$ cat config.mk
export PLATFORM = sky130hd
export DESIGN_NAME = rie_alu
export DESIGN_NICKNAME = d
export VERILOG_FILES = /design/src/rtl/rie_pkg.sv /design/src/rtl/rie_alu.sv
export SDC_FILE = /design/constraint.sdc
export NUM_CORES = 2
export LEC_CHECK = 0
export BUFFER_PORTS_ARGS = -buffer_cell sky130_fd_sc_hd__buf_2
export CORE_ASPECT_RATIO = 0.9
export CORE_MARGIN = 5
export CORE_UTILIZATION = 66
export DETAILED_ROUTE_END_ITERATION = 6
export GPL_TIMING_DRIVEN = 1
export PLACE_DENSITY = 0.85
export SKIP_LAST_GASP = 1
export SLEW_MARGIN = 10
export SYNTH_ARGS = -nofsm -noshare
export SYNTH_HDL_FRONTEND = slang
export SYNTH_SLANG_ARGS = --single-unit
$ cat constraint.sdc
create_clock -name vclk -period 13.8
set_input_delay 1.38 -clock vclk [all_inputs]
set_output_delay 1.38 -clock vclk [all_outputs]
set_load 0.02 [all_outputs]
$ cat src/rtl/rie_pkg.sv
// ----------------------------------------------------------------------------
// rie_pkg: shared types and codes for the instruction execute block
// Opcodes, store kinds, register codes, operand/result structs.
// ----------------------------------------------------------------------------
`default_nettype none

package rie_pkg;

  localparam int unsigned DATA_W   = 32;
  localparam int unsigned PC_W     = 12;
  localparam int unsigned IDX_W    = 4;
  localparam int unsigned OP_W     = 8;
  localparam int unsigned IMM_W    = 12;
  localparam int unsigned SHAMT_W  = 5;
  localparam int unsigned IO_COUNT = 32;
  localparam int unsigned IO_AW    = $clog2(IO_COUNT);

  typedef logic [DATA_W-1:0]       data_t;
  typedef logic [PC_W-1:0]         pc_t;
  typedef logic [IDX_W-1:0]        idx_t;
  typedef logic [OP_W-1:0]         op_t;
  typedef logic signed [IMM_W-1:0] imm_t;
  typedef logic [1:0]              skind_t;

  // Opcodes
  localparam op_t OP_ADD  = 8'd0;
  localparam op_t OP_SUB  = 8'd1;
  localparam op_t OP_MAC  = 8'd2;
  localparam op_t OP_AND  = 8'd3;
  localparam op_t OP_OR   = 8'd4;
  localparam op_t OP_XOR  = 8'd5;
  localparam op_t OP_SLL  = 8'd6;
  localparam op_t OP_SRL  = 8'd7;
  localparam op_t OP_SRA  = 8'd8;
  localparam op_t OP_BEQ  = 8'd9;
  localparam op_t OP_BNE  = 8'd10;
  localparam op_t OP_BLT  = 8'd11;
  localparam op_t OP_BGT  = 8'd12;
  localparam op_t OP_BLE  = 8'd13;
  localparam op_t OP_BGE  = 8'd14;
  localparam op_t OP_JAL  = 8'd15;
  localparam op_t OP_LW   = 8'd16;
  localparam op_t OP_SW   = 8'd17;
  localparam op_t OP_JIO  = 8'd18;
  localparam op_t OP_IN   = 8'd19;
  localparam op_t OP_OUT  = 8'd20;
  localparam op_t OP_HALT = 8'd21;

  // Store kinds
  localparam skind_t SK_NONE = 2'd0;
  localparam skind_t SK_DMEM = 2'd1;
  localparam skind_t SK_IO   = 2'd2;

  // Special register indexes
  localparam idx_t REG_ZERO = 4'd0;
  localparam idx_t REG_IMM1 = 4'd1;
  localparam idx_t REG_IMM2 = 4'd2;

  // IO register that holds the indirect jump target
  localparam logic [IO_AW-1:0] JUMP_IO = IO_AW'(7);

  typedef struct packed {
    data_t a;
    data_t b;
    data_t c;
  } opnd_t;

  typedef struct packed {
    data_t value;
    logic  taken;
  } alu_res_t;

  typedef struct packed {
    pc_t    next_pc;
    logic   halted;
    logic   bad_opcode;
    logic   reg_written;
    idx_t   reg_index;
    data_t  reg_value;
    skind_t store_kind;
    pc_t    store_addr;
    data_t  store_data;
  } res_t;

endpackage

`default_nettype wire

$ cat src/rtl/rie_alu.sv
// ----------------------------------------------------------------------------
// rie_alu: arithmetic, logic, shift and branch compare unit
// Three-operand ALU and signed branch condition, purely combinational.
// ----------------------------------------------------------------------------
`default_nettype none

module rie_alu (
  input  rie_pkg::op_t     op_i,
  input  rie_pkg::opnd_t   opnd_i,
  output rie_pkg::alu_res_t res_o
);
  import rie_pkg::*;

  data_t              a, b, c;
  logic [SHAMT_W-1:0] shamt;
  logic               lt, gt;

  assign a     = opnd_i.a;
  assign b     = opnd_i.b;
  assign c     = opnd_i.c;
  assign shamt = b[SHAMT_W-1:0];
  assign lt    = $signed(a) < $signed(b);
  assign gt    = $signed(b) < $signed(a);

  always_comb begin
    unique case (op_i)
      OP_ADD:  res_o.value = a + b + c;
      OP_SUB:  res_o.value = a - b - c;
      OP_MAC:  res_o.value = a * b + c;
      OP_AND:  res_o.value = a & b & c;
      OP_OR:   res_o.value = a | b | c;
      OP_XOR:  res_o.value = a ^ b ^ c;
      OP_SLL:  res_o.value = a << shamt;
      OP_SRL:  res_o.value = a >> shamt;
      OP_SRA:  res_o.value = data_t'($signed(a) >>> shamt);
      default: res_o.value = '0;
    endcase

    unique case (op_i)
      OP_BEQ:  res_o.taken = (a == b);
      OP_BNE:  res_o.taken = (a != b);
      OP_BLT:  res_o.taken = lt;
      OP_BGT:  res_o.taken = gt;
      OP_BLE:  res_o.taken = !gt;
      OP_BGE:  res_o.taken = !lt;
      default: res_o.taken = 1'b0;
    endcase
  end

endmodule

`default_nettype wire

After elaboration in Yosys (flattened, before gate mapping)
Cells that the tools add are included.

Add/subtract/negate cells: 5. Multiply operators: 1. Magnitude comparators: 2. Equality and inequality tests: 16. Shift operators: 3. Multiplexer cells: 2. Bitwise operators: 6. Reductions and logical operators: 3.

Operators with widths (count): $pmux 32 s9 (1); $add 32x32->32 (3); $and 32x32->32 (2); $lt 32x32->1 (2); $or 32x32->32 (2); $sub 32x32->32 (2); $xor 32x32->32 (2); $eq 8x4->1 const B (7); $eq 32x32->1 (1); $eq 8x3->1 const B (4); $mul 32x32->32 (1); $ne 32x32->1 (1); $shl 32x5->32 (1); $shr 32x5->32 (1); $sshr 32x5->32 (1); $eq 8x2->1 const B (2); $eq 8x1->1 const B (1); $logic_not 8->1 (1); $pmux 1 s6 (1); $logic_not 1->1 (2).

Register bits: 0. Bits of input ports: 104. Output and inout bits: 33. Word-level logic and storage cells: 38.

Depth between registers and ports, before layout
Depth in word-level cells: 3. Gate-level depth with buffers: 32. Gate-level depth less buffers: 29.

Worst setup path before layout
Ideal clock, no wire load.

Path kind: input to output. From: input port opnd_i[33] (netlist bit). To: output port res_o[31] (netlist bit). Data arrival time: 9.693 ns. Required time: 12.420 ns. Slack: 2.727 ns. Stages on the path: 31. Path buffers: 7. Cell sequence: clkbuf_1 buf_2 buf_2 buf_2 buf_1 clkbuf_1 clkbuf_1 nand2_1 fa_1 fa_1 inv_1 fa_1 inv_1 fa_1 inv_1 ha_1 ha_1 fa_1 inv_1 fa_1 inv_1 ha_1 a21oi_1 o21a_1 o31ai_2 a311o_1 a221o_1 a311oi_2 o21ai_1 a2111o_1 nand3_1.

RTL lines: start: declaration (line rie_alu.sv:9) `input rie_pkg::opnd_t opnd_i,`; end: declaration (line rie_alu.sv:10) `output rie_pkg::alu_res_t res_o`.

==> results.json <==
{
  "num_io_pins": 137,
  "ant_nets": 0,
  "syn-num-nets": 4259,
  "layout-drive-gt1-share": 0.0740,
  "setup_viol": 0,
  "numPortBuffers": 137,
  "wl_met1_um": 38000,
  "final_common_cell": "inv_1",
  "crit_fanout": 19,
  "drtPass1Iterations": 7,
  "status": "finished, violations left",
  "area_delta_synth_final_pct": 4.06,
  "ys_seq_area_frac": 0,
  "wl_um": 118000,
  "worstHoldStart": "opnd_i[2]",
  "grt-ovfl-total": 0,
  "crit_start": "opnd_i[69]",
  "synth_xor_area_frac": 0.0418,
  "yosysWarnings": 0,
  "synthAdderAreaFrac": 0.502,
  "die_x_um": 223,
  "dr.max_layer_used": "met5",
  "synth.distinct_cells": 80,
  "drv_slew": 0,
  "worst-setup-path-type": "in -> out",
  "synthMuxAreaShare": 0.0537,
  "final_nets": 4271,
  "vias": 27158,
  "min_path_cells": 4,
  "dp.final_hpwl_um": 91400,
  "cts_setup_buffers": 0,
  "num_rows": 70,
  "hp-class": "in -> out",
  "endpoint_kind": "output port",
  "n_sequential_cell": 0,
  "cp-start-kind": "input pin",
  "synth_compound_area_frac": 0.138,
  "drt-vias-per-instance": 6.92,
  "syn-cell-area_mm2": 0.0271,
  "grt_pass1_wl_um": 174000,
  "die-area_mm2": 0.0452,
  "drt_iter0_drc": 4219,
  "hold_slack_ns": 3.28,
  "ys_top_cells_by_area": "fa_1, ha_1, inv_1",
  "instances_no_fill": 3927,
  "yosysTopAreaCellShare": 0.371,
  "cts_resized": 0,
  "detail_route.wl_per_cell_um": 30.0,
  "synth.avg_cell_area_um2": 8.03,
  "start_util": 0.667,
  "setup_tns_ns": 0,
  "drcViolationCount": 10,
  "fmax_mhz": 85.2,
  "wl_met3_um": 18400,
  "gp_congestion": 1.12,
  "maxSlewHeadroom": 0.221,
  "period_share": 0.851,
  "synth_top_family_by_area": "adder cells",
  "mostFrequentLayoutCells": "inv_1, fa_1, nor2_1, nand2_1, ha_1",
  "fillers": 3117,
  "grt_use_total": 0.514,
  "yosys.area_share.simple": 0.157,
  "dp_cells": 3920,
  "seqCellArea_um2": 0,
  "required_ns": 12.42,
  "cts-hold-fix-buffers": 0,
  "synth_top_area_cell": "fa_1",
  "core_mm2": 0.0406,
  "syn-instance-count": 3370,
  "wl_met2_um": 48000,
  "rsz0062_at_grt": "false",
  "fin_crit_ns": 11.74,
  "clkbuf_count": 0,
  "grt_pass1_vias": 28248,
  "hold_viol_final": 0,
  "worstMarginPinSlew_ns": 1.17,
  "crit_arrival_ns": 10.36,
  "die_y_um": 202,
  "grt_max_degree": 59,
  "violations": "design-rule violations",
  "cap_violations": 0,
  "antenna_found_initial": 9
}
==> metrics by stage <==
step | area [um^2] | worst slack [ns] | utilization
global route | 28100 | 2.02 | 0.694
detailed placement | 28100 | 2.53 | 0.694
global placement | 28100 | 2.72 | 0.694
CTS | 28100 | 2.50 | 0.694
floorplan | 27100 | 2.73 | -
finish | 28200 | 2.06 | 0.694
==> worst paths after layout <==
kind,endpoint
setup / recovery,res_o[27]
hold / removal,res_o[3]
==> logic make-up after synthesis <==
kind of cell,after synthesis
buffers and inverters,777
xor gates and xnor gates,129
AOI/OAI and AO/OA,563
muxes,97
adders and majority gates,785
and+or+nand+nor,1019
==> Yosys cell counts, types with 10 or more instances <==
master	n
a2111oi_0	10
a211oi_1	32
a21o_1	49
a21oi_1	151
a22oi_1	10
a31oi_1	18
and3_1	15
buf_1	34
clkbuf_1	137
clkinv_1	16
fa_1	501
ha_1	284
inv_1	582
mux2i_1	53
mux4_2	38
nand2_1	350
nand2b_1	19
nand3_1	29
nand4_1	10
nor2_1	487
nor2b_1	15
nor3_1	34
nor4_1	14
o211ai_1	25
o21a_1	16
o21ai_0	92
o21ai_1	23
o21bai_1	13
o221ai_1	14
o22ai_1	10
o31ai_1	11
xnor2_1	94
xor2_1	35
==> metal layers <==
| metal | up-vias | track usage |
|---|---|---|
| li1 | 10822 | - |
| met1 | 12793 | 0.612 |
| met2 | 2634 | 0.747 |
| met3 | 901 | 0.197 |
| met4 | 8 | 0.400 |
| met5 | - | 0.00215 |
==> layout make-up <==
| class | count | area, um^2 | share of cell area |
|---|---|---|---|
| Tap cell | 540 | 676 | 0.0240 |
| Multi-Input combinational cell | 2593 | 24100 | 0.858 |
| Timing Repair Buffer | 186 | 1060 | 0.0376 |
| Antenna cell | 7 | 17.5 | 0.000622 |
| Inverter | 601 | 2260 | 0.0801 |
==> worst max-delay path, stage by stage <==
cell      delay [ns]
buf_2           0.59
clkinv_1        0.75
buf_4           0.44
nor2_1          0.18
fa_1            0.46
fa_1            0.41
fa_1            0.53
inv_1           0.07
fa_1            0.42
inv_1           0.09
ha_1            0.23
ha_1            0.20
fa_1            0.51
inv_1           0.06
fa_1            0.48
inv_1           0.05
ha_1            0.35
a21o_1          0.18
a21oi_1         0.23
o21a_1          0.18
o31ai_2         0.10
a311o_1         0.43
a221o_1         0.41
a311oi_2        0.54
xor2_1          0.56
o221ai_1        0.28
buf_2           0.22
